## config.mk

```make
export PLATFORM = sky130hd
export DESIGN_NAME = twc_final
export DESIGN_NICKNAME = d
export VERILOG_FILES = /design/src/twc_pkg.sv /design/src/twc_final.sv
export SDC_FILE = /design/constraint.sdc
export NUM_CORES = 1
export LEC_CHECK = 0
export BUFFER_PORTS_ARGS = -buffer_cell sky130_fd_sc_hd__buf_4
export CORE_MARGIN = 4
export CORE_UTILIZATION = 40
export DETAILED_ROUTE_END_ITERATION = 8
export GPL_TIMING_DRIVEN = 0
export MAX_ROUTING_LAYER = met4
export PLACE_DENSITY = 0.72
export RECOVER_POWER = 50
export SLEW_MARGIN = 30
export SYNTH_ARGS = -nofsm -noshare
export SYNTH_HDL_FRONTEND = slang
export SYNTH_SLANG_ARGS = --single-unit
```

## constraint.sdc

```tcl
create_clock -name clk -period 10.5 [get_ports clk]
set_input_delay 1.575 -clock clk [delete_from_list [all_inputs] [get_ports clk]]
set_output_delay 1.575 -clock clk [all_outputs]
set_load 0.01 [all_outputs]
```

## src/twc_pkg.sv

```systemverilog
// shared types, constants and round functions of the three-way block cipher
package twc_pkg;

  // command codes
  localparam logic CMD_ENCRYPT = 1'b0;
  localparam logic CMD_DECRYPT = 1'b1;

  // configuration register indexes
  localparam logic [1:0] REG_KEY_ZERO = 2'd0;
  localparam logic [1:0] REG_KEY_ONE  = 2'd1;
  localparam logic [1:0] REG_KEY_TWO  = 2'd2;

  // round constant generator
  localparam logic [15:0] ENC_START  = 16'h0b0b;
  localparam logic [15:0] DEC_START  = 16'hb1b1;
  localparam logic [15:0] CONST_POLY = 16'h1011;

  // three 32-bit words, index 0 is the first big-endian word
  typedef logic [2:0][31:0] twc_block_t;

  // one transaction as it travels down the pipeline
  typedef struct packed {
    logic       cmd;
    twc_block_t blk;
  } twc_data_t;

  // forward key and inverse key, both needed by every stage
  typedef struct packed {
    twc_block_t enc;
    twc_block_t dec;
  } twc_key_t;

  // round constant after idx generator steps, evaluated at elaboration
  function automatic logic [15:0] round_const(logic [15:0] start, int unsigned idx);
    logic [15:0] c;
    logic [15:0] n;
    c = start;
    for (int unsigned i = 0; i < idx; i++) begin
      n = {c[14:0], 1'b0};
      if (c[15]) begin
        n = n ^ CONST_POLY;
      end
      c = n;
    end
    return c;
  endfunction

  function automatic logic [31:0] bit_rev(logic [31:0] v);
    logic [31:0] r;
    for (int i = 0; i < 32; i++) begin
      r[i] = v[31-i];
    end
    return r;
  endfunction

  function automatic logic [31:0] theta_word(logic [31:0] a, logic [31:0] b,
                                             logic [31:0] c);
    return a ^ (a >> 16) ^ (b << 16) ^ (b >> 16) ^ (c << 16) ^
           (b >> 24) ^ (c << 8) ^ (c >> 8) ^ (a << 24) ^
           (c >> 16) ^ (a << 16) ^ (c >> 24) ^ (a << 8);
  endfunction

  function automatic twc_block_t theta(twc_block_t w);
    twc_block_t t;
    t[0] = theta_word(w[0], w[1], w[2]);
    t[1] = theta_word(w[1], w[2], w[0]);
    t[2] = theta_word(w[2], w[0], w[1]);
    return t;
  endfunction

  // bit reversal of every word with the outer words swapped
  function automatic twc_block_t mu(twc_block_t w);
    twc_block_t t;
    t[0] = bit_rev(w[2]);
    t[1] = bit_rev(w[1]);
    t[2] = bit_rev(w[0]);
    return t;
  endfunction

  function automatic twc_block_t gamma_nl(twc_block_t w);
    twc_block_t t;
    t[0] = w[0] ^ (w[1] | ~w[2]);
    t[1] = w[1] ^ (w[2] | ~w[0]);
    t[2] = w[2] ^ (w[0] | ~w[1]);
    return t;
  endfunction

  // theta, pi_1, gamma, pi_2
  function automatic twc_block_t rho(twc_block_t w);
    twc_block_t t;
    t = theta(w);
    t[0] = {t[0][9:0], t[0][31:10]};
    t[2] = {t[2][30:0], t[2][31]};
    t = gamma_nl(t);
    t[2] = {t[2][9:0], t[2][31:10]};
    t[0] = {t[0][30:0], t[0][31]};
    return t;
  endfunction

  function automatic twc_block_t key_mix(twc_block_t w, twc_block_t k,
                                         logic [15:0] rc);
    twc_block_t t;
    t[0] = w[0] ^ k[0] ^ {rc, 16'h0000};
    t[1] = w[1] ^ k[1];
    t[2] = w[2] ^ k[2] ^ {16'h0000, rc};
    return t;
  endfunction

endpackage

```

## src/twc_final.sv

```systemverilog
// closing key mix and theta, plus exit mu for decrypt, held in the output register
module twc_final #(
  parameter int unsigned ROUND_COUNT = 11
) (
  input  logic                clk,
  input  logic                rst,
  input  logic                up_valid,
  output logic                up_ready,
  input  twc_pkg::twc_data_t  up_data,
  input  twc_pkg::twc_key_t   key,
  output logic                dn_valid,
  input  logic                dn_ready,
  output twc_pkg::twc_block_t dn_blk
);
  import twc_pkg::*;

  localparam logic [15:0] RC_ENC = round_const(ENC_START, ROUND_COUNT);
  localparam logic [15:0] RC_DEC = round_const(DEC_START, ROUND_COUNT);

  logic       valid;
  twc_block_t blk;
  twc_block_t blk_next;
  twc_block_t mixed;

  // final mix and theta, decrypt leaves through mu
  always_comb begin
    if (up_data.cmd == CMD_DECRYPT) begin
      mixed    = theta(key_mix(up_data.blk, key.dec, RC_DEC));
      blk_next = mu(mixed);
    end else begin
      mixed    = theta(key_mix(up_data.blk, key.enc, RC_ENC));
      blk_next = mixed;
    end
  end

  assign up_ready = !valid || dn_ready;

  always_ff @(posedge clk) begin
    if (rst) begin
      valid <= 1'b0;
    end else if (up_ready) begin
      valid <= up_valid;
    end
  end

  always_ff @(posedge clk) begin
    if (up_ready && up_valid) begin
      blk <= blk_next;
    end
  end

  assign dn_valid = valid;
  assign dn_blk   = blk;

endmodule

```

# [After elaboration in Yosys (flattened, before gate mapping)]
# Index checks and enable logic that the tools add are counted.
# W data, S select, Z words.
[word_totals] regBits=97 input_bits=293 out_inout_bits=98 word_cells=90
[op_classes] mux=1 n_bitwise=82 n_reduce_logical=3
[ops] cell="$xor A32 B32 Y32" count=42
[ops] cell="$xor A32 B16 Y32" count=18
[ops] cell="$xor A32 B8 Y32" count=12
[ops] cell="$xor A32 B24 Y32" count=6
[ops] cell="$mux W96" count=1
[ops] cell="$not A8 Y8" count=2
[ops] cell="$not A6 Y6" count=2
[ops] cell="$logic_and A1 B1 Y1" count=1
[ops] cell="$logic_not A1 Y1" count=1
[ops] cell="$logic_or A1 B1 Y1" count=1

# [Depth between registers and ports, before layout]
# Gate-level depths: netlist of run 1.
[logic_depth] ltp_word=15 mapped_depth=5

# [Worst setup path before layout of run 1]
# Ideal clock, no wire load.
[synth_timing] kind="input to register" from="input dn_ready" to="register blk (netlist bit dn_blk[0]) (enable)" setup_ns=0.466 arrival_time_ns=4.014 t_required_ns=10.034 setup_slack_ns=6.020 stages=2 path_cell_list="nand2b_1 > and2_1"
[synth_between] elab_chain_cells=2
[synth_lines] element="start: declaration" line="twc_final.sv:12" source="input logic dn_ready,"
[synth_lines] element="$logic_or A1 B1 Y1" line="twc_final.sv:36" source="assign up_ready = !valid || dn_ready;"
[synth_lines] element="$logic_and A1 B1 Y1" line="twc_final.sv:47" source="if (up_ready && up_valid) begin"
[synth_lines] element="end signal: assignment" line="twc_final.sv:48" source="blk <= blk_next;"
[synth_lines] element="end: declaration" line="twc_final.sv:21" source="twc_block_t blk;"
# No other way between the ends.
# A chain may end at the register's enable or synchronous reset.

# [Final worst setup path of run 1]
[layout_timing] from="input dn_ready" to="register blk (netlist bit dn_blk[45]) (enable)"
# Same word-level chain as after synthesis.

==> flow_summary.ini, run 1 <==
[status]
outcome = complete, but fails checks
violations = max-capacitance violations, max-slew violations

[cts]
cts_setup_buffers = 0
cts_tree = yes
hold_buffers = 0
clkLatencyLatePin_ps = 360
cts_root_buffer = clkbuf_16
clockBufferDepth = 2
ctsResizeCount = 0
cts_sinks = 97
clkSlewWorstSetupHoldPaths_ps = 70
htree_levels = 3
cts_buffers = 9

[synthesis]
synth_top_family_by_area = XOR/XNOR gates
synth_xor_area_frac = 0.691
yosys-mux-area-fraction = 0.0730
synth_fp_nets = 1431
synth_compound_area_frac = 0.00197
yosysUniqueCellTypes = 20
synthesis.area_sq_um = 12700
yosys_warnings = 0
synth.area.top_cells = xnor2_1 (50%), edfxtp_1 (23%), xor2_1 (8.7%)
avgSynthCellArea_sq_um = 11.2
ys_ff_latch = 97
yosysTopAreaCellShare = 0.500
yosys.area_share.simple = 0.00217
synth_top_area_cell = xnor2_1
syn_inst = 1138
synthAdderAreaFrac = 0
ys_seq_area_frac = 0.229

[routing]
first_pass_iters = 5
via_per_inst = 4.60
drtAntennaViolNets = 0
routedWlPerCell_um = 19.1
drt_iter0_markers = 353
num_vias = 8938
wl_um = 37100
drc = 0

[timing]
finalCritPeriodShare = 0.431
final-hold-violation-count = 0
tns_ps = 0
worst_pin_slew_ps = 2470
max_freq_mhz = 221
slew_violations = 41
slew_headroom = -0.646
setup-violations-final = 0
fin_crit_ps = 4520
rsz0062_at_grt = no
skew_ps = 8.25

[power_and_ir_drop]
p_per_area_nw_per_um2 = 189
power.switching_mw = 1.24
vdd_drop_max_mv = 0.0821
p_comb_frac = 0.659
power.leakage_nw = 5.90
clock_power_share = 0.113
p_int_mw = 1.81
p_sw_frac = 0.406
seqPwrFrac = 0.228
total_power_mw = 3.05

[worst_setup_path]
critPathKind = in2reg
worst_ep_required_time_ps = 10540
cpMaxStageDelayCell = clkbuf_1
arrival_ps = 4560
slowest_delay_ps = 1800
cp_num_buf_inv = 3
path_cells = clkbuf_4 > nand2b_1 > and2_0 > clkbuf_1 > buf_16
cpLargestDelayFamily = buffers and inverters
reg2reg_from = dn_valid
reg2reg_to = dn_blk[45]
r2r_cells = 4
ff2ff_setup_slack_ps = 7000
end_kind = flip-flop
crit_fanout = 47
start_kind = primary input

[placed_design]
place_congestion = 0.897
io_buffer_count = 389
place_area_sq_um = 16200
dp.cells = 1926
hpwl_um = 31700

[cells_and_area]
final_common_cell = xnor2_1
layout_common_cells = xnor2_1 (725), buf_4 (293), xor2_1 (126), clkbuf_1 (97), edfxtp_1 (96)
fin_util = 0.521
nFillCells = 2915
nets = 1834
final_area_sq_um = 16100
final_cells = 1943
drive_gt1_frac = 0.252
area_growth_pct = 27.0

[floorplanning]
die-area_sq_um = 34600
start_util = 0.411
die_x_um = 186
die_h_um = 186
rows = 64
core_area_sq_um = 30900
ios = 391

[global_route]
grt_pass1_vias = 9604
grt_max_degree = 48
overflow = 0
grt.total_usage = 0.214
antenna_found_initial = 1
grt_pass1_wl_um = 54600

[job]
maxCapViolCount = 1

[min_path]
min_to = dn_valid
holdPathStages = 2
hp-class = reg2reg
worstHoldStart = dn_valid
## synth_stat cells (all sizes together)
master  count
xnor3       8
o21ai       1
inv         1
xnor2     782
dfxtp       1
nand2       1
edfxtp     96
xor3        1
buf         2
nand2b      1
clkbuf      9
and2        1
mux2        4
nor2        3
a21oi       4
mux2i      88
xor2      135
## through the flow
stage	setup WS, ps	hold WS (ps)
finish	5980	544
global route	5710	581
CTS	6920	553
detailed placement	6920	543
global placement	4830	525
floorplan	6020	593
## routing by layer
| layer | track usage | wire length [um] |
|---|---|---|
| met5 | - | 0 |
| met4 | 0.0577 | 845 |
| met3 | 0.0238 | 1870 |
| met2 | 0.359 | 18100 |
| met1 | 0.275 | 16300 |
## power by group through the flow
stage,logic [mW],clock network (mW),registers (mW)
2_1_floorplan,1.42,0,0.770
3_5_place_dp,2.12,0,0.705
3_3_place_gp,2.10,0,0.710
4_1_cts,2.13,0.351,0.700
5_1_grt,2.18,0.370,0.708
6_report,2.01,0.344,0.696
## cell type report
| class | count | area [sq um] | share of cell area |
|---|---|---|---|
| diodes | 1 | 2.50 | 0.000155 |
| plain buffers | 11 | 52.6 | 0.00326 |
| clock buffers | 10 | 229 | 0.0142 |
| clock inverters | 6 | 67.6 | 0.00419 |
| inverters | 1 | 3.75 | 0.000233 |
| multi-input cells | 1029 | 9740 | 0.604 |
| flip-flops and latches | 97 | 2900 | 0.180 |
| well taps | 396 | 495 | 0.0307 |
| repair buffers | 392 | 2620 | 0.163 |
## worst max-delay path by stage
| stage | from | endpoint | depth (start not counted) |
|---|---|---|---|
| floorplan | dn_ready | dn_blk[0] | 2 |
| global placement | dn_ready | dn_blk[39] | 3 |
| detailed placement | dn_ready | up_ready | 3 |
| CTS | dn_ready | up_ready | 3 |
| global route | dn_ready | dn_blk[45] | 5 |
| finish | dn_ready | dn_blk[45] | 5 |
## state kept, by name, summed over array words and instances (netlist names)
register	cells
dn_blk	96
dn_valid	1
## worst register-to-register path, delay by kind of cell (launching register included)
kind	cells	cell delay (ps)
buffers and inverters	2	2120
AND/OR/NAND/NOR	2	700
flip-flops	1	320
## kinds of logic after synthesis
family	after synthesis
AO/OA/AOI/OAI	5
multiplexers	92
buffers and inverters	12
flip-flops	97
AND/OR/NAND/NOR	6
XOR/XNOR	926
(Power assumes the default switching activity.)
==> inputs of run 2 (changes only) <==
--- a/config.mk
+++ b/config.mk
@@ -11,7 +11,7 @@
 export DETAILED_ROUTE_END_ITERATION = 8
 export GPL_TIMING_DRIVEN = 0
 export MAX_ROUTING_LAYER = met4
-export PLACE_DENSITY = 0.72
+export PLACE_DENSITY = 0.74
 export RECOVER_POWER = 50
 export SLEW_MARGIN = 30
 export SYNTH_ARGS = -nofsm -noshare
==> constraint.sdc (replaced) <==
create_clock -name clk -period 3.65 [get_ports clk]
set_input_delay 0.5475 -clock clk [delete_from_list [all_inputs] [get_ports clk]]
set_output_delay 0.5475 -clock clk [all_outputs]
set_load 0.01 [all_outputs]
==> run 2 against run 1 <==
Cell count about the same. Non-clock buffer count unchanged. Combinational power rose to 2.9 times the previous value. The flow now finishes without violations. Clock power rose to 2.8 times the previous value. Sequential cell count unchanged. Worst setup slack worse by 4900 ps. First-iteration DRC count up 1.4%. Sequential share of layout area down 0.15 points.
==> flow_summary.ini, run 2 (synthesized netlist as in run 1, its figures left out) <==
[routing]
routedWlPerCell_um = 19.1
drc = 0
first_pass_iters = 4
via_per_inst = 4.62
wl_um = 37000
drt_iter0_markers = 358
drtAntennaViolNets = 0
num_vias = 8978

[status]
outcome = completed

[cts]
cts_root_buffer = clkbuf_16
htree_levels = 3
clkLatencyLatePin_ps = 360
cts_buffers = 9
cts_setup_buffers = 0
ctsResizeCount = 0
cts_tree = yes
clockBufferDepth = 2
cts_sinks = 97
clkSlewWorstSetupHoldPaths_ps = 80
hold_buffers = 0

[worst_setup_path]
arrival_ps = 2530
r2r_cells = 3
worst_ep_required_time_ps = 3630
critPathKind = reg2reg
ff2ff_setup_slack_ps = 1100
critPathLaunch = dn_valid
reg2reg_to = dn_blk[40]
start_kind = flip-flop
crit_end = dn_blk[40]
end_kind = flip-flop
crit_fanout = 43
reg2reg_from = dn_valid

[timing]
final-hold-violation-count = 0
fin_ws_ps = 1100
skew_ps = 10.6
max_freq_mhz = 391
finalCritPeriodShare = 0.700
slew_headroom = 0.193
setup-violations-final = 0
fin_crit_ps = 2550
rsz0062_at_grt = no
worst_pin_slew_ps = 1210
slew_violations = 0

[power_and_ir_drop]
total_power_mw = 8.90
power.leakage_nw = 6.05
vdd_drop_max_mv = 0.302
p_per_area_nw_per_um2 = 547

[cells_and_area]
drive_gt1_frac = 0.284
nFillCells = 2806
layout_common_cells = xnor2_1 (725), buf_4 (341), xor2_1 (126), edfxtp_1 (96), mux2i_1 (88)
largest_reg_flops = 96
nets = 1834
area_growth_pct = 28.1
diodes = 0
final_common_cell = xnor2_1

[global_route]
grt_max_degree = 44
grt.total_usage = 0.209
overflow = 0
grt_pass1_wl_um = 53300
grt_pass1_vias = 9389
antenna_found_initial = 0

[placed_design]
hpwl_um = 31100
io_buffer_count = 389
place_congestion = 0.906
dp_slack_ps = 1140

[floorplanning]
start_util = 0.411
rows = 64
ios = 391
die_h_um = 186
die_x_um = 186
die-area_sq_um = 34600
core_area_sq_um = 30900

[job]
maxCapViolCount = 0

[min_path]
hp-class = in2reg
## run 2: cell types whose count changed in the layout (fill, tap and decap cells not counted), sizes merged
| cell | change |
|---|---|
| diode | -1 |
| clkinv | -2 |
| clkinvlp | +1 |
| buf | +47 |
| clkbuf | -48 |
| bufinv | -1 |
| inv | +3 |
## run 2: where the power goes
| group | total (mW) | internal, mW | switching [mW] |
|---|---|---|---|
| Combinational | 5.92 | 2.94 | 2.98 |
| Clock | 0.968 | 0.477 | 0.491 |
| Sequential | 2.01 | 1.87 | 0.134 |
| Total | 8.90 | 5.29 | 3.61 |
## run 2: worst min-delay path by stage
stage	startpoint	endpoint	slack, ps	cells after the start
floorplan	dn_valid	dn_valid	590	2
global placement	dn_valid	dn_valid	510	2
detailed placement	dn_valid	dn_valid	540	2
CTS	rst	dn_valid	320	2
global route	rst	dn_valid	320	2
finish	rst	dn_valid	340	2
## run 2: cell type report
| type | instances | area, sq um | area share |
|---|---|---|---|
| multi-input combinational | 1029 | 9740 | 0.599 |
| timing repair buffer | 392 | 2770 | 0.170 |
| sequential | 97 | 2900 | 0.179 |
| inverter | 1 | 3.75 | 0.000231 |
| tap | 396 | 495 | 0.0305 |
| buffer | 11 | 52.6 | 0.00323 |
| clock inverter | 7 | 61.3 | 0.00377 |
| clock buffer | 9 | 225 | 0.0139 |
## run 2: critical path, stage by stage (launching register included)
cell and delay (ps):
dfxtp_1 320, nand2b_1 120, and2_0 680, clkbuf_2 1020
## run 2: metal layers
| layer | routed length (um) | track usage | part of all wire | vias to the layer above |
|---|---|---|---|---|
| met2 | 18000 | 0.350 | 0.49 | 292 |
| li1 | - | - | - | 4438 |
| met5 | 0 | - | 0 | - |
| met1 | 16500 | 0.274 | 0.45 | 4217 |
| met3 | 1940 | 0.0248 | 0.052 | 31 |
| met4 | 605 | 0.0478 | 0.016 | 0 |
## run 2: through the flow
step / setup TNS (ps) / instance area [sq um] / hold WS, ps / util / cells
2_1_floorplan: 0 / 12700 / 593 / - / 1138
3_3_place_gp: -95720 / 16100 / 515 / 0.521 / 1923
3_5_place_dp: 0 / 16200 / 536 / 0.524 / 1926
4_1_cts: 0 / 16500 / 324 / 0.533 / 1942
5_1_grt: 0 / 16300 / 322 / 0.526 / 1942
6_report: 0 / 16300 / 341 / 0.526 / 1942
==> inputs of run 3 (changes only) <==
==> constraint.sdc (replaced) <==
create_clock -name clk -period 2.3 [get_ports clk]
set_input_delay 0.345 -clock clk [delete_from_list [all_inputs] [get_ports clk]]
set_output_delay 0.345 -clock clk [all_outputs]
set_load 0.01 [all_outputs]
==> run 3 against run 2 <==
Global-route usage rose by 0.068 points. Largest cell class unchanged. Worst hold slack got worse by 210 ps. Sequential share of layout area rose by 0.19 points. Sequential cell count did not move. Via count fell by 0.75%. Clock skew rose by 3.7 ps.
==> flow_summary.ini, run 3 (synthesized netlist as in run 1, its figures left out) <==
[routing]
drt_iter0_markers = 300
top_layer = met4
route.met2.wl_um = 18400
routedWlPerCell_um = 19.1
dr_wl_met3_um = 2040
via_per_inst = 4.59
wl_um = 37000
drc = 0
met1_length_um = 16200
num_vias = 8911
drtAntennaViolNets = 0
first_pass_iters = 4

[worst_setup_path]
worst-path-stages = 6
cpMaxStageDelayCell = xnor2_1
cp_common_cell = xnor2_1
reg2reg_to = dn_blk[54]
crit_fanout = 4
start_kind = primary input
critPathLaunch = up_data[75]
path_cells = buf_4 > xnor2_1 > xnor2_1 > xor3_1 > nor2_1 > a21oi_1
cpLargestDelayFamily = XOR/XNOR gates
reg2reg_from = dn_valid
ff2ff_setup_slack_ps = 410
r2r_cells = 3
worst_ep_required_time_ps = 2370
critPathKind = in2reg
cp_num_buf_inv = 1
arrival_ps = 1990
slowest_delay_ps = 570
end_kind = flip-flop

[power_and_ir_drop]
vdd_drop_max_mv = 0.398
power.leakage_nw = 5.88
p_per_area_nw_per_um2 = 861
total_power_mw = 13.9

[timing]
fin_crit_ps = 1920
fin_ws_ps = 377
slew_violations = 0
whs_ps = 134
finalCritPeriodShare = 0.836
max_freq_mhz = 520
setup-violations-final = 0
slew_headroom = 0.376
skew_ps = 14.4
final-hold-violation-count = 0
worst_pin_slew_ps = 935
rsz0062_at_grt = no

[cts]
cts_buffers = 9
clkSlewWorstSetupHoldPaths_ps = 80
htree_levels = 3
cts_tree = yes
cts_root_buffer = clkbuf_16
clockBufferDepth = 2
cts_sinks = 97
cts_setup_buffers = 0
hold_buffers = 0
ctsResizeCount = 0
clkLatencyLatePin_ps = 360

[cells_and_area]
final_common_cell = xnor2_1
nets = 1833
layout_common_cells = xnor2_1 (725), buf_4 (291), xor2_1 (126), clkbuf_1 (98), edfxtp_1 (96)
drive_gt1_frac = 0.251
final_cells = 1941
final_area_sq_um = 16100
area_growth_pct = 26.7
diodes = 0
largest_reg_flops = 96

[placed_design]
dp_slack_ps = 9.19
place_area_sq_um = 16200
hpwl_um = 31500
io_buffer_count = 389
dp.cells = 1925
place_congestion = 0.893

[floorplanning]
start_util = 0.411
ios = 391
die_h_um = 186
core_area_sq_um = 30900
die_x_um = 186
die-area_sq_um = 34600
rows = 64

[global_route]
overflow = 0
antenna_found_initial = 0
grt_max_degree = 47
grt_pass1_wl_um = 53700
grt.total_usage = 0.210
grt_pass1_vias = 9493

[min_path]
holdPathStages = 2
min_to = dn_valid
worstHoldStart = rst
hp-class = in2reg

[job]
maxCapViolCount = 0

[status]
outcome = completed
-- run 3: cell count changes in the layout (fill, tap and decap cells not counted), moves of 2 or more --
| cell | previous run | this run |
|---|---|---|
| buf_4 | 341 | 291 |
| clkbuf_1 | 48 | 98 |
| clkbuf_2 | 11 | 9 |
| clkinvlp_4 | 2 | 0 |
| inv_6 | 3 | 5 |
-- run 3: worst max path at each step --
stage                     slack (ps)          to
after floorplan                  110   dn_blk[0]
after global placement          -570  dn_blk[71]
after detailed placement           9  dn_blk[83]
after CTS                        390  dn_blk[83]
after global routing             280  dn_blk[70]
final                            380  dn_blk[83]
-- run 3: final cells by class --
cell class / instances / area (sq um)
fillers: 2882 / 14800
multi-input cells: 1029 / 9740
flip-flops and latches: 97 / 2900
repair buffers: 391 / 2600
well taps: 396 / 495
clock buffers: 9 / 225
clock inverters: 7 / 57.6
plain buffers: 11 / 52.6
inverters: 1 / 3.75
-- run 3: stage by stage --
step | TNS (ps) | util
after global routing | 0 | 0.520
final | 0 | 0.520
after global placement | -52900 | 0.521
after detailed placement | 0 | 0.523
after CTS | 0 | 0.532
after floorplan | 0 | -
-- run 3: power by group --
group / internal (mW) / switching (mW) / leakage, nW
Clock: 0.755 / 0.746 / 0.142
Combinational: 4.43 / 4.74 / 4.80
Sequential: 2.97 / 0.216 / 0.937
Total: 8.15 / 5.70 / 5.88
-- run 3: routing by layer --
metal	vias to the layer above	GRT usage
li1	4430	-
met1	4159	0.265
met2	293	0.365
met3	29	0.0268
met4	0	0.0417
met5	-	-
