--- config.mk ---
export PLATFORM = sky130hd
export DESIGN_NAME = twc_round
export DESIGN_NICKNAME = d
export VERILOG_FILES = /design/src/twc_pkg.sv /design/src/twc_round.sv
export SDC_FILE = /design/constraint.sdc
export NUM_CORES = 1
export LEC_CHECK = 0
export BUFFER_PORTS_ARGS = -buffer_cell sky130_fd_sc_hd__buf_2
export CAP_MARGIN = 20
export CORE_AREA = 2 2 153 155
export DETAILED_ROUTE_END_ITERATION = 10
export DIE_AREA = 0 0 155 157
export GPL_ROUTABILITY_DRIVEN = 0
export MAX_ROUTING_LAYER = met4
export PLACE_DENSITY = 0.78
export SKIP_CTS_REPAIR_TIMING = 1
export SLEW_MARGIN = 20
export SYNTH_ARGS = -nofsm -noshare
export SYNTH_HDL_FRONTEND = slang
export SYNTH_SLANG_ARGS = --single-unit
--- constraint.sdc ---
create_clock -name clk -period 3.9 [get_ports clk]
set_input_delay 0 -clock clk [delete_from_list [all_inputs] [get_ports clk]]
set_output_delay 0 -clock clk [all_outputs]
set_load 0.02 [all_outputs]
--- src/twc_pkg.sv ---
// shared types, constants and round functions of the three-way block cipher
package twc_pkg;

  // command codes
  localparam logic CMD_ENCRYPT = 1'b0;
  localparam logic CMD_DECRYPT = 1'b1;

  // configuration register indexes
  localparam logic [1:0] REG_KEY_ZERO = 2'd0;
  localparam logic [1:0] REG_KEY_ONE  = 2'd1;
  localparam logic [1:0] REG_KEY_TWO  = 2'd2;

  // round constant generator
  localparam logic [15:0] ENC_START  = 16'h0b0b;
  localparam logic [15:0] DEC_START  = 16'hb1b1;
  localparam logic [15:0] CONST_POLY = 16'h1011;

  // three 32-bit words, index 0 is the first big-endian word
  typedef logic [2:0][31:0] twc_block_t;

  // one transaction as it travels down the pipeline
  typedef struct packed {
    logic       cmd;
    twc_block_t blk;
  } twc_data_t;

  // forward key and inverse key, both needed by every stage
  typedef struct packed {
    twc_block_t enc;
    twc_block_t dec;
  } twc_key_t;

  // round constant after idx generator steps, evaluated at elaboration
  function automatic logic [15:0] round_const(logic [15:0] start, int unsigned idx);
    logic [15:0] c;
    logic [15:0] n;
    c = start;
    for (int unsigned i = 0; i < idx; i++) begin
      n = {c[14:0], 1'b0};
      if (c[15]) begin
        n = n ^ CONST_POLY;
      end
      c = n;
    end
    return c;
  endfunction

  function automatic logic [31:0] bit_rev(logic [31:0] v);
    logic [31:0] r;
    for (int i = 0; i < 32; i++) begin
      r[i] = v[31-i];
    end
    return r;
  endfunction

  function automatic logic [31:0] theta_word(logic [31:0] a, logic [31:0] b,
                                             logic [31:0] c);
    return a ^ (a >> 16) ^ (b << 16) ^ (b >> 16) ^ (c << 16) ^
           (b >> 24) ^ (c << 8) ^ (c >> 8) ^ (a << 24) ^
           (c >> 16) ^ (a << 16) ^ (c >> 24) ^ (a << 8);
  endfunction

  function automatic twc_block_t theta(twc_block_t w);
    twc_block_t t;
    t[0] = theta_word(w[0], w[1], w[2]);
    t[1] = theta_word(w[1], w[2], w[0]);
    t[2] = theta_word(w[2], w[0], w[1]);
    return t;
  endfunction

  // bit reversal of every word with the outer words swapped
  function automatic twc_block_t mu(twc_block_t w);
    twc_block_t t;
    t[0] = bit_rev(w[2]);
    t[1] = bit_rev(w[1]);
    t[2] = bit_rev(w[0]);
    return t;
  endfunction

  function automatic twc_block_t gamma_nl(twc_block_t w);
    twc_block_t t;
    t[0] = w[0] ^ (w[1] | ~w[2]);
    t[1] = w[1] ^ (w[2] | ~w[0]);
    t[2] = w[2] ^ (w[0] | ~w[1]);
    return t;
  endfunction

  // theta, pi_1, gamma, pi_2
  function automatic twc_block_t rho(twc_block_t w);
    twc_block_t t;
    t = theta(w);
    t[0] = {t[0][9:0], t[0][31:10]};
    t[2] = {t[2][30:0], t[2][31]};
    t = gamma_nl(t);
    t[2] = {t[2][9:0], t[2][31:10]};
    t[0] = {t[0][30:0], t[0][31]};
    return t;
  endfunction

  function automatic twc_block_t key_mix(twc_block_t w, twc_block_t k,
                                         logic [15:0] rc);
    twc_block_t t;
    t[0] = w[0] ^ k[0] ^ {rc, 16'h0000};
    t[1] = w[1] ^ k[1];
    t[2] = w[2] ^ k[2] ^ {16'h0000, rc};
    return t;
  endfunction

endpackage

--- src/twc_round.sv ---
// one cipher round as a registered pipeline stage
module twc_round #(
  parameter int unsigned ROUND = 0
) (
  input  logic                clk,
  input  logic                rst,
  input  logic                up_valid,
  output logic                up_ready,
  input  twc_pkg::twc_data_t  up_data,
  input  twc_pkg::twc_key_t   key,
  output logic                dn_valid,
  input  logic                dn_ready,
  output twc_pkg::twc_data_t  dn_data
);
  import twc_pkg::*;

  localparam logic [15:0] RC_ENC = round_const(ENC_START, ROUND);
  localparam logic [15:0] RC_DEC = round_const(DEC_START, ROUND);

  logic        valid;
  twc_data_t   data;
  twc_data_t   data_next;
  logic [15:0] rc;
  twc_block_t  rk;

  // constant and key follow the command of the transaction in flight
  always_comb begin
    rc = (up_data.cmd == CMD_DECRYPT) ? RC_DEC : RC_ENC;
    rk = (up_data.cmd == CMD_DECRYPT) ? key.dec : key.enc;
    data_next.cmd = up_data.cmd;
    data_next.blk = rho(key_mix(up_data.blk, rk, rc));
  end

  // stage takes a new transaction when empty or when its content moves on
  assign up_ready = !valid || dn_ready;

  always_ff @(posedge clk) begin
    if (rst) begin
      valid <= 1'b0;
    end else if (up_ready) begin
      valid <= up_valid;
    end
  end

  always_ff @(posedge clk) begin
    if (up_ready && up_valid) begin
      data <= data_next;
    end
  end

  assign dn_valid = valid;
  assign dn_data  = data;

endmodule

Yosys cells after proc, flatten, opt, wreduce, memory -nomap -nowiden --
Index checks and enable logic that the tools add are counted.
Word-level totals: logic and storage cells 60, bits in registers 98, output and inout bits 99, bits of input ports 293
Operators by class: bitwise logic cells 50, reductions and logical operators 3, muxes and demuxes 2
Operator list (number):
- XOR 32 bit | 25
- XOR 32 x 16 -> 32 bit | 10
- XOR 32 x 8 -> 32 bit | 6
- two-way mux 96 bit | 1
- inverter 32 bit | 3
- OR 32 bit | 3
- XOR 32 x 24 -> 32 bit | 3
- two-way mux 16 bit | 1
- logical AND 1 bit | 1
- zero test 1 bit | 1
- logical OR 1 bit | 1

Depth between registers and ports, before layout --
Gate-level depths: netlist of run 1.
depth in word-level cells 18, gate-level depth with buffers 11, mapped depth without buffers 7

Least setup slack after synthesis of run 1 --
No wires, ideal clock.
path type register to register, start register valid (netlist: dn_valid), end register data (netlist bit dn_data[0]) (enable), period minus slack after synthesis 3.371 ns, slack 0.529 ns, buffers on the path 0, setup time 0.466 ns, arrival 2.905 ns, stages on the path, launching flop included 3, required time 3.434 ns, cells stage by stage dfxtp_1 -> nand2b_1 -> and2_1
On the way: cells in the longest elaborated chain, start to end 3
Ends and longest elaborated chain:
- start, declared | RTL line twc_round.sv:20 | logic valid;
- start signal, assigned | RTL line twc_round.sv:41 | valid <= up_valid;
- zero test 1 bit | RTL line twc_round.sv:35 | assign up_ready = !valid || dn_ready;
- logical OR 1 bit | RTL line twc_round.sv:35
- via up_ready | RTL line twc_round.sv:8 | output logic up_ready,
- logical AND 1 bit | RTL line twc_round.sv:46 | if (up_ready && up_valid) begin
- end signal, assigned | RTL line twc_round.sv:47 | data <= data_next;
- end, declared | RTL line twc_round.sv:21 | twc_data_t data;
The timed path passes the listed nets, and every way through them passes these cells. A chain may end at the register's enable or synchronous reset.

==> metrics.cfg, run 1 <==
[power_and_ir_drop]
p_leak_uw = 0.00565
peakVddDrop_mv = 0.316
p_per_area_nw_per_um2 = 827

[setup_path]
cpMaxStageDelayCell = xnor2_1
max_stage_delay_ns = 0.54
crit_path_frequent_cell = xnor2_1
critPathKind = input port to register
end_kind = register
r2r_end = dn_data[24]
crit_path_start_kind = input port
worstPathArrival_ns = 2.91
ff2ff_setup_slack_ns = 1.99
worstPathMaxFanout = 50
r2r-start = dn_valid
reg2regPathDepth = 4
crit_required_ns = 4.00
critical_path.cell_chain = buf_6 -> buf_12 -> buf_4 -> mux2i_1 -> xnor2_1 -> xor2_1 -> xor2_1 -> xnor2_1 -> nand2b_1 -> xnor2_1

[global_route]
grt_pass1_vias = 7375
grt_usage_pct = 22.8
grt_overflow_total = 0
grt_max_degree = 83
antenna_found_initial = 3
grt_first_pass_wirelength_mm = 40.3

[logic_synthesis]
synth.top_cells.by_area = edfxtp_1 (29%), xnor2_1 (28%), xor2_1 (11%)
synth.distinct_cells = 24
synth_edf_count = 97
yosysMostFrequentCell = xnor2_1
syn-cell-area_um2 = 10100
syn_inst = 859
synthTopCellsByCount = xnor2_1 (322), xor2_1 (129), edfxtp_1 (97), mux2i_1 (76), nand2_1 (52)
ys_ff_latch = 98
async_reset_ff_share_pct = 0
avgSynthCellArea_um2 = 11.8
ys_warn_count = 0
ys_seq_area_share_pct = 29.0
synthesis.nets = 1152
ys.flop_type = edfxtp_1
yosys.area.top_type = edfxtp_1
synth_top_area_share_pct = 28.8

[clock_network]
cts_buffer_depth = 2
cts_tree = done
clockRootBuffer = clkbuf_16
clk_pin_slew_worst_paths_ns = 0.07
clk_latency_ns = 0.35
cts_sinks = 98
ctsHtreeMaxLevel = 3
cts_buffers = 9

[drt]
wl_per_cell_um = 17.6
via_per_inst = 4.71
ant_nets = 0
drt-initial-drc-count = 247
firstDrtPassIters = 4
drt_wl_total_mm = 27.3
route.detailed.drc = 0
vias = 7295

[die]
die_area_um2 = 24300
fp.dieW_um = 155
initial_utilization_pct = 45.0
num_rows = 55
core_area_um2 = 22500
io_pins = 392
die_height_um = 157

[finish]
final_nets = 1548
area_growth_pct = 25.0
n_fill_cell = 1928
layout.cells.non_filler = 1549
ff_latch_area_um2 = 2930
multi_input_area_um2 = 7010
design_area_um2 = 12600
final_layout_size_suffix_gt1_share_pct = 35.1
final_util_pct = 56.2

[sta]
max_slew.worst_pin.slew_ns = 0.766
maxSlewHeadroom_pct = 48.5
finalMaxSlewViolations = 0
rsz0062_at_grt = no
period_minus_slack_ns = 2.82
setup_viol = 0
setup_ws_ns = 1.08
max_freq_mhz = 355
finalHoldViolations = 0
skew_ns = 0.0108
finalCritPeriodShare_pct = 72.2
fin_setup_tns_ns = 0

[hold_path]
hp-class = input port to register
min-delay-start = up_data[96]
whs_path_depth = 1
hold_end = dn_data[96]

[placed_design]
dp_hpwl_mm = 23.5
dp.cells = 1526
pre_cts_slack_ns = 0.707
postPlaceCellArea_um2 = 12300
io_buffers = 391

[run_status]
outcome = complete, no violations

[flow_run]
drv_cap = 0

## worst max-delay path, delay by kind of cell
kind,cells,cell delay [ns]
and+or+nand+nor,1,0.14
muxes,1,0.10
xor gates and xnor gates,5,1.69
buffers and inverters,3,0.93
## worst max-delay path by stage
stage                     start          end  slack, ns  cells after the start
CTS                 up_data[96]  dn_data[20]       1.08                     10
detailed placement  up_data[96]  dn_data[20]       0.71                     10
global placement    up_data[96]  dn_data[19]       0.77                     10
finish              up_data[96]  dn_data[20]       1.08                     10
floorplan              dn_valid   dn_data[0]       0.53                      2
global route        up_data[96]  dn_data[20]       0.86                     10
## area by class of cell
cell class,count,share of cell area (%)
diodes,4,0.0791
clock buffers,10,1.81
clock inverters,6,0.514
inverters,1,0.0297
multi-input cells,747,55.4
flip-flops and latches,98,23.2
well taps,285,2.82
repair buffers,398,16.2
## flip-flops by register name, indices dropped and copies added (netlist names)
signal,flops
dn_data,97
dn_valid,1
## cell usage in the layout (no fill, tap or decap), drive strengths merged, types with 2 or more instances in the layout
master	count
inv	3
a21oi	2
clkinv	2
mux2i	76
o21ai	19
buf	396
clkbuf	10
xnor3	40
edfxtp	97
dlygate4sd3	2
xnor2	345
xor2	134
nor2b	11
nand2	52
nand2b	15
and2b	2
diode	4
nor2	36
xor3	13
## cells by family after synthesis
family                    Yosys count  synth area share, %
and+or+nand+nor                   118                 5.14
DFF                                98                 29.0
AOI/OAI and AO/OA                  21                 1.04
xor gates and xnor gates          532                 55.5
muxes                              76                 7.52
buffers and inverters              14                 1.79
## stage by stage
stage               power [uW]  hold WS [ns]
floorplan                 7780        0.0691
global placement          9430         0.155
detailed placement        9600         0.156
CTS                      10500        -0.224
global route             11200         0.121
finish                   10500         0.109
## routing by layer
layer,vias to the layer above,share of wire [%],track usage (%)
met1,3360,41,26.7
met4,0,1.6,6.04
li1,3632,-,-
met2,275,51,40.8
met3,28,6.3,3.69
met5,-,0,-
## where the power goes
group / leakage (uW) / total [uW] / switching [uW] / internal, uW
registers: 0.000947 / 2420 / 144 / 2280
clock network: 0.000143 / 906 / 406 / 500
logic: 0.00456 / 7140 / 4050 / 3090
Power figures use the tool's default switching activity.
==> run 2, diff against run 1 <==
CORE_AREA = not set   (was 2 2 153 155)
CORE_ASPECT_RATIO = 1.1   (was not set)
CORE_MARGIN = 2   (was not set)
CORE_UTILIZATION = 46   (was not set)
DIE_AREA = not set   (was 0 0 155 157)
PLACE_DENSITY = 0.83   (was 0.78)
clock period = 2.5 ns   (was 3.9 ns; I/O delays follow)
==> metrics.cfg, run 2 (synthesis gave the netlist of run 1 again) <==
[run_status]
outcome = complete, no violations

[global_route]
grt_usage_pct = 25.2  ; +2.4 points
grt_pass1_vias = 8274  ; +12%
grt_max_degree = 62  ; -25%
antenna_found_initial = 1  ; -2
grt_first_pass_wirelength_mm = 43.8  ; +8.5%
grt_overflow_total = 0  ; unchanged

[finish]
layout_commonest_cell = buf_2
design_area_um2 = 13500  ; +6.9%
n_fill_cell = 1723  ; -11%
final_layout_size_suffix_gt1_share_pct = 40.5  ; +5.4 points
layout_common_cells = buf_2 (390), xnor2_1 (322), xor2_1 (129)
final_nets = 1660  ; +7.2%
area_growth_pct = 33.6
largest_register_ffs = 97  ; unchanged

[sta]
maxSlewHeadroom_pct = 52.0  ; +3.5 points
max_slew.worst_pin.slew_ns = 0.715  ; -0.0519 ns
whs_ns = 0.0136  ; -0.0955 ns
max_freq_mhz = 431
rsz0062_at_grt = no
finalCritPeriodShare_pct = 92.8
setup_ws_ns = 0.181  ; -0.904 ns
finalMaxSlewViolations = 0  ; unchanged
period_minus_slack_ns = 2.32
skew_ns = 0.0128  ; +0.00206 ns
finalHoldViolations = 0  ; unchanged
setup_viol = 0  ; unchanged

[drt]
route.detailed.drc = 0  ; unchanged
drt_wl_total_mm = 28.6  ; +4.7%
vias = 7774  ; +6.6%
firstDrtPassIters = 4  ; unchanged
wl_per_cell_um = 17.2  ; -2.5%
via_per_inst = 4.67  ; -0.74%
drt-initial-drc-count = 337  ; +36%
ant_nets = 0  ; unchanged

[setup_path]
ff2ff_setup_slack_ns = 1.07  ; -0.92 ns
crit_required_ns = 2.59  ; -1.41 ns
worstPathMaxFanout = 25  ; -50%
r2r_end = dn_data[2]
reg2regPathDepth = 3  ; -1
crit_path_start_kind = input port
worstPathArrival_ns = 2.41  ; -0.50 ns
r2r-start = dn_valid
critPathKind = input port to register
end_kind = register

[placed_design]
dp_hpwl_mm = 24.8  ; +5.5%
pre_cts_slack_ns = -0.184  ; -0.892 ns
io_buffers = 391  ; unchanged
postPlaceCellArea_um2 = 13200  ; +7.2%

[die]
core_area_um2 = 21400  ; -4.7%
fp.dieW_um = 145  ; -6.2%
initial_utilization_pct = 47.2  ; +2.2 points
num_rows = 56  ; +1.8%
die_area_um2 = 23200  ; -4.7%
io_pins = 392  ; unchanged
die_height_um = 160  ; +1.6%

[power_and_ir_drop]
p_per_area_nw_per_um2 = 1270  ; +54%
peakVddDrop_mv = 0.573  ; +81%
p_total_uw = 17200  ; +65%
p_leak_uw = 0.00619  ; +9.7%

[clock_network]
cts_sinks = 98  ; unchanged
cts_buffers = 9  ; unchanged
clockRootBuffer = clkbuf_16
clk_latency_ns = 0.35  ; about the same
clk_pin_slew_worst_paths_ns = 0.08  ; about the same
cts_buffer_depth = 2  ; unchanged
ctsHtreeMaxLevel = 3  ; unchanged
cts_tree = done

[hold_path]
hp-class = input port to register
hold_end = dn_data[96]
min-delay-start = up_data[96]
whs_path_depth = 1  ; unchanged

[flow_run]
drv_cap = 0  ; unchanged

run 2: cell types whose count changed in the layout (fill, tap and decap cells not counted):
cell	previous run	this run
inv_8	0	1
clkinv_4	0	1
clkinv_2	2	0
buf_12	2	4
diode_2	4	1
buf_4	3	113
bufinv_16	1	0
inv_6	2	1
clkbuf_8	0	1
clkbuf_1	1	0
clkinv_8	0	1
clkinvlp_4	1	2
run 2: critical path: stages:
cell and delay (ns):
buf_6 0.25, buf_12 0.21, mux2i_1 0.22, xor2_1 0.17
buf_4 0.16, xnor3_1 0.35, xor2_1 0.29, xor2_1 0.45
nand2_1 0.12, xor2_1 0.16
run 2: worst max-delay path by stage:
stage	depth (start not counted)	start	to	slack [ns]
2_1_floorplan	2	dn_valid	dn_data[0]	0.19
3_3_place_gp	10	up_data[96]	dn_data[92]	-0.11
3_5_place_dp	11	up_data[96]	dn_data[76]	-0.18
4_1_cts	11	up_data[96]	dn_data[76]	0.20
5_1_grt	9	up_data[96]	dn_data[61]	0.05
6_report	10	up_data[96]	dn_data[33]	0.18
run 2: layout make-up:
cell class	count	area, um^2	share of cell area [%]
repair buffers	510	2910	21.5
clock buffers	10	239	1.77
well taps	290	363	2.68
inverters	1	3.75	0.0278
clock inverters	6	60.1	0.444
multi-input cells	747	7010	51.8
flip-flops and latches	98	2930	21.7
diodes	1	2.50	0.0185
run 2: per-layer routing:
| layer | wire, um | track usage (%) | vias to the layer above |
|---|---|---|---|
| met3 | 1670 | 4.56 | 36 |
| met2 | 15200 | 46.2 | 281 |
| li1 | - | - | 3835 |
| met5 | 0 | - | - |
| met1 | 11100 | 27.5 | 3622 |
| met4 | 692 | 7.98 | 0 |
run 2: metrics by stage:
stage               setup TNS [ns]  instances  util, %
finish                           0       1663     63.1
global route                     0       1663     63.1
CTS                              0       1660     62.9
detailed placement           -2.86       1644     61.6
global placement            -0.735       1644     61.6
floorplan                        0        859        -
run 2: report_power, final:
part | switching (uW) | internal, uW
logic | 6480 | 5510
clock network | 688 | 724
registers | 255 | 3560
total | 7430 | 9790
==> run 3, diff against run 2 <==
CORE_ASPECT_RATIO = 0.9   (was 1.1)
==> metrics.cfg, run 3 (synthesis gave the netlist of run 1 again) <==
[power_and_ir_drop]
power_frac_seq_pct = 22.4  ; +0.3 points
sw_frac_of_total_pct = 42.8  ; -0.28 points
p_per_area_nw_per_um2 = 1280  ; +0.87%
clkPwrFrac_pct = 9.2  ; +1.0 points
p_int_uw = 9810  ; +0.18%
p_switching_uw = 7350  ; -0.97%
peakVddDrop_mv = 0.571  ; -0.45%
pwr-share-comb_pct = 68.5  ; -1.2 points
p_leak_uw = 0.00610  ; -1.6%

[clock_network]
cts_buffers = 9  ; unchanged
ctsHtreeMaxLevel = 3  ; unchanged
cts_sinks = 98  ; unchanged
cts_buffer_depth = 2  ; unchanged
clk_latency_ns = 0.35  ; about the same
clockRootBuffer = clkbuf_16
cts_tree = done
clk_pin_slew_worst_paths_ns = 0.07  ; about the same

[die]
initial_utilization_pct = 46.8  ; -0.42 points
die_height_um = 145  ; -9.3%
core_area_um2 = 21600  ; +0.89%
io_pins = 392  ; unchanged
fp.dieW_um = 160  ; +10%
num_rows = 51  ; -8.9%
die_area_um2 = 23200  ; about the same

[global_route]
grt_max_degree = 98  ; +58%
antenna_found_initial = 0  ; -1
grt_pass1_vias = 7793  ; -5.8%
grt_first_pass_wirelength_mm = 40.9  ; -6.4%
grt_overflow_total = 0  ; unchanged
grt_usage_pct = 24.4  ; -0.78 points

[sta]
finalMaxSlewViolations = 0  ; unchanged
maxSlewHeadroom_pct = 52.3  ; +0.31 points
skew_ns = 0.00750  ; -0.00531 ns
finalHoldViolations = 0  ; unchanged
max_freq_mhz = 449  ; +4.2%
finalCritPeriodShare_pct = 89.0  ; -3.8 points
period_minus_slack_ns = 2.23  ; -0.0940 ns
max_slew.worst_pin.slew_ns = 0.710  ; -0.00469 ns
setup_viol = 0  ; unchanged
setup_ws_ns = 0.275  ; +0.0940 ns
rsz0062_at_grt = no

[setup_path]
critical_path.cell_chain = buf_6 -> buf_12 -> o21ai_0 -> xnor3_1 -> xor2_1 -> xnor3_1 -> nor2_1 -> xor2_1
critical_path.top_delay_family = XOR/XNOR gates
crit_required_ns = 2.60  ; about the same
max_stage_delay_ns = 0.53  ; +0.08 ns
crit_path_start_kind = input port
critPathBufInv = 2  ; -1
end_kind = register
cpMaxStageDelayCell = o21ai_0
worstPathMaxFanout = 24  ; -4.0%
worstPathArrival_ns = 2.33  ; -0.08 ns
critPathKind = input port to register

[placed_design]
pre_cts_slack_ns = -0.102  ; +0.0822 ns
dp.cells = 1621  ; -1.4%
dp_hpwl_mm = 24.1  ; -2.7%
io_buffers = 391  ; unchanged

[finish]
multi_input_area_um2 = 7010  ; unchanged
final_layout_size_suffix_gt1_share_pct = 39.4  ; -1.1 points
largest_register_ffs = 97  ; unchanged
area_growth_pct = 32.0
ff_latch_area_um2 = 2930  ; unchanged
layout_common_cells = buf_2 (390), xnor2_1 (322), xor2_1 (129)
n_fill_cell = 1780  ; +3.3%
final_nets = 1636  ; -1.4%
layout_commonest_cell = buf_2
final_util_pct = 61.8  ; -1.3 points
layout.cells.non_filler = 1640  ; -1.4%

[drt]
wl_per_cell_um = 17.1  ; -0.61%
drt-initial-drc-count = 263  ; -22%
firstDrtPassIters = 5  ; +1
via_per_inst = 4.70  ; +0.58%
route.detailed.drc = 0  ; unchanged
vias = 7711  ; -0.81%
drt_wl_total_mm = 28.0  ; -2.0%
ant_nets = 0  ; unchanged

[run_status]
outcome = complete, no violations

[hold_path]
hp-class = input port to register

[flow_run]
drv_cap = 0  ; unchanged

run 3: cell types whose count changed in the layout (fill, tap and decap cells not counted):
cell	previous run	this run
clkinv_8	1	0
bufinv_16	0	2
buf_12	4	3
clkbuf_8	1	0
clkinvlp_4	2	0
buf_4	113	90
inv_6	1	3
run 3: final cells by class:
class / instances / area share [%]
multi-input cells: 747 / 52.4
flip-flops and latches: 98 / 22.0
diodes: 1 / 0.0187
clock inverters: 7 / 0.796
inverters: 1 / 0.0281
clock buffers: 9 / 1.69
repair buffers: 486 / 20.4
well taps: 291 / 2.73
run 3: worst paths after layout:
path	start	end	slack, ns	depth (start not counted)
max	up_data[96]	dn_data[95]	0.27	8
min	up_data[96]	dn_data[96]	0.14	2
max reg2reg	dn_valid	dn_data[25]	1.08	3
min reg2reg	dn_valid	dn_data[12]	1.06	3
run 3: power groups by stage:
stage	logic (uW)	clock network, uW	registers [uW]
2_1_floorplan	7220	0	4920
3_3_place_gp	11500	0	3870
3_5_place_dp	11800	0	3860
4_1_cts	11800	1610	3850
5_1_grt	12700	1670	3910
6_report	11800	1580	3840
run 3: per-stage QoR:
stage / total power, uW / instance area (um^2) / hold slack, ns / TNS, ns
3_3_place_gp: 15300 / 13000 / 0.163 / -0.136
5_1_grt: 18200 / 13400 / 0.134 / 0
4_1_cts: 17300 / 13300 / -0.219 / 0
2_1_floorplan: 12100 / 10100 / 0.0691 / 0
6_report: 17200 / 13400 / 0.139 / 0
3_5_place_dp: 15700 / 13000 / 0.166 / -1.13
run 3: routing by layer:
| layer | vias to the layer above | GRT usage [%] | part of all wire (%) |
|---|---|---|---|
| met5 | - | - | 0 |
| li1 | 3794 | - | - |
| met1 | 3577 | 28.1 | 40 |
| met4 | 0 | 7.54 | 2.2 |
| met3 | 32 | 3.76 | 6.0 |
| met2 | 308 | 44.3 | 52 |
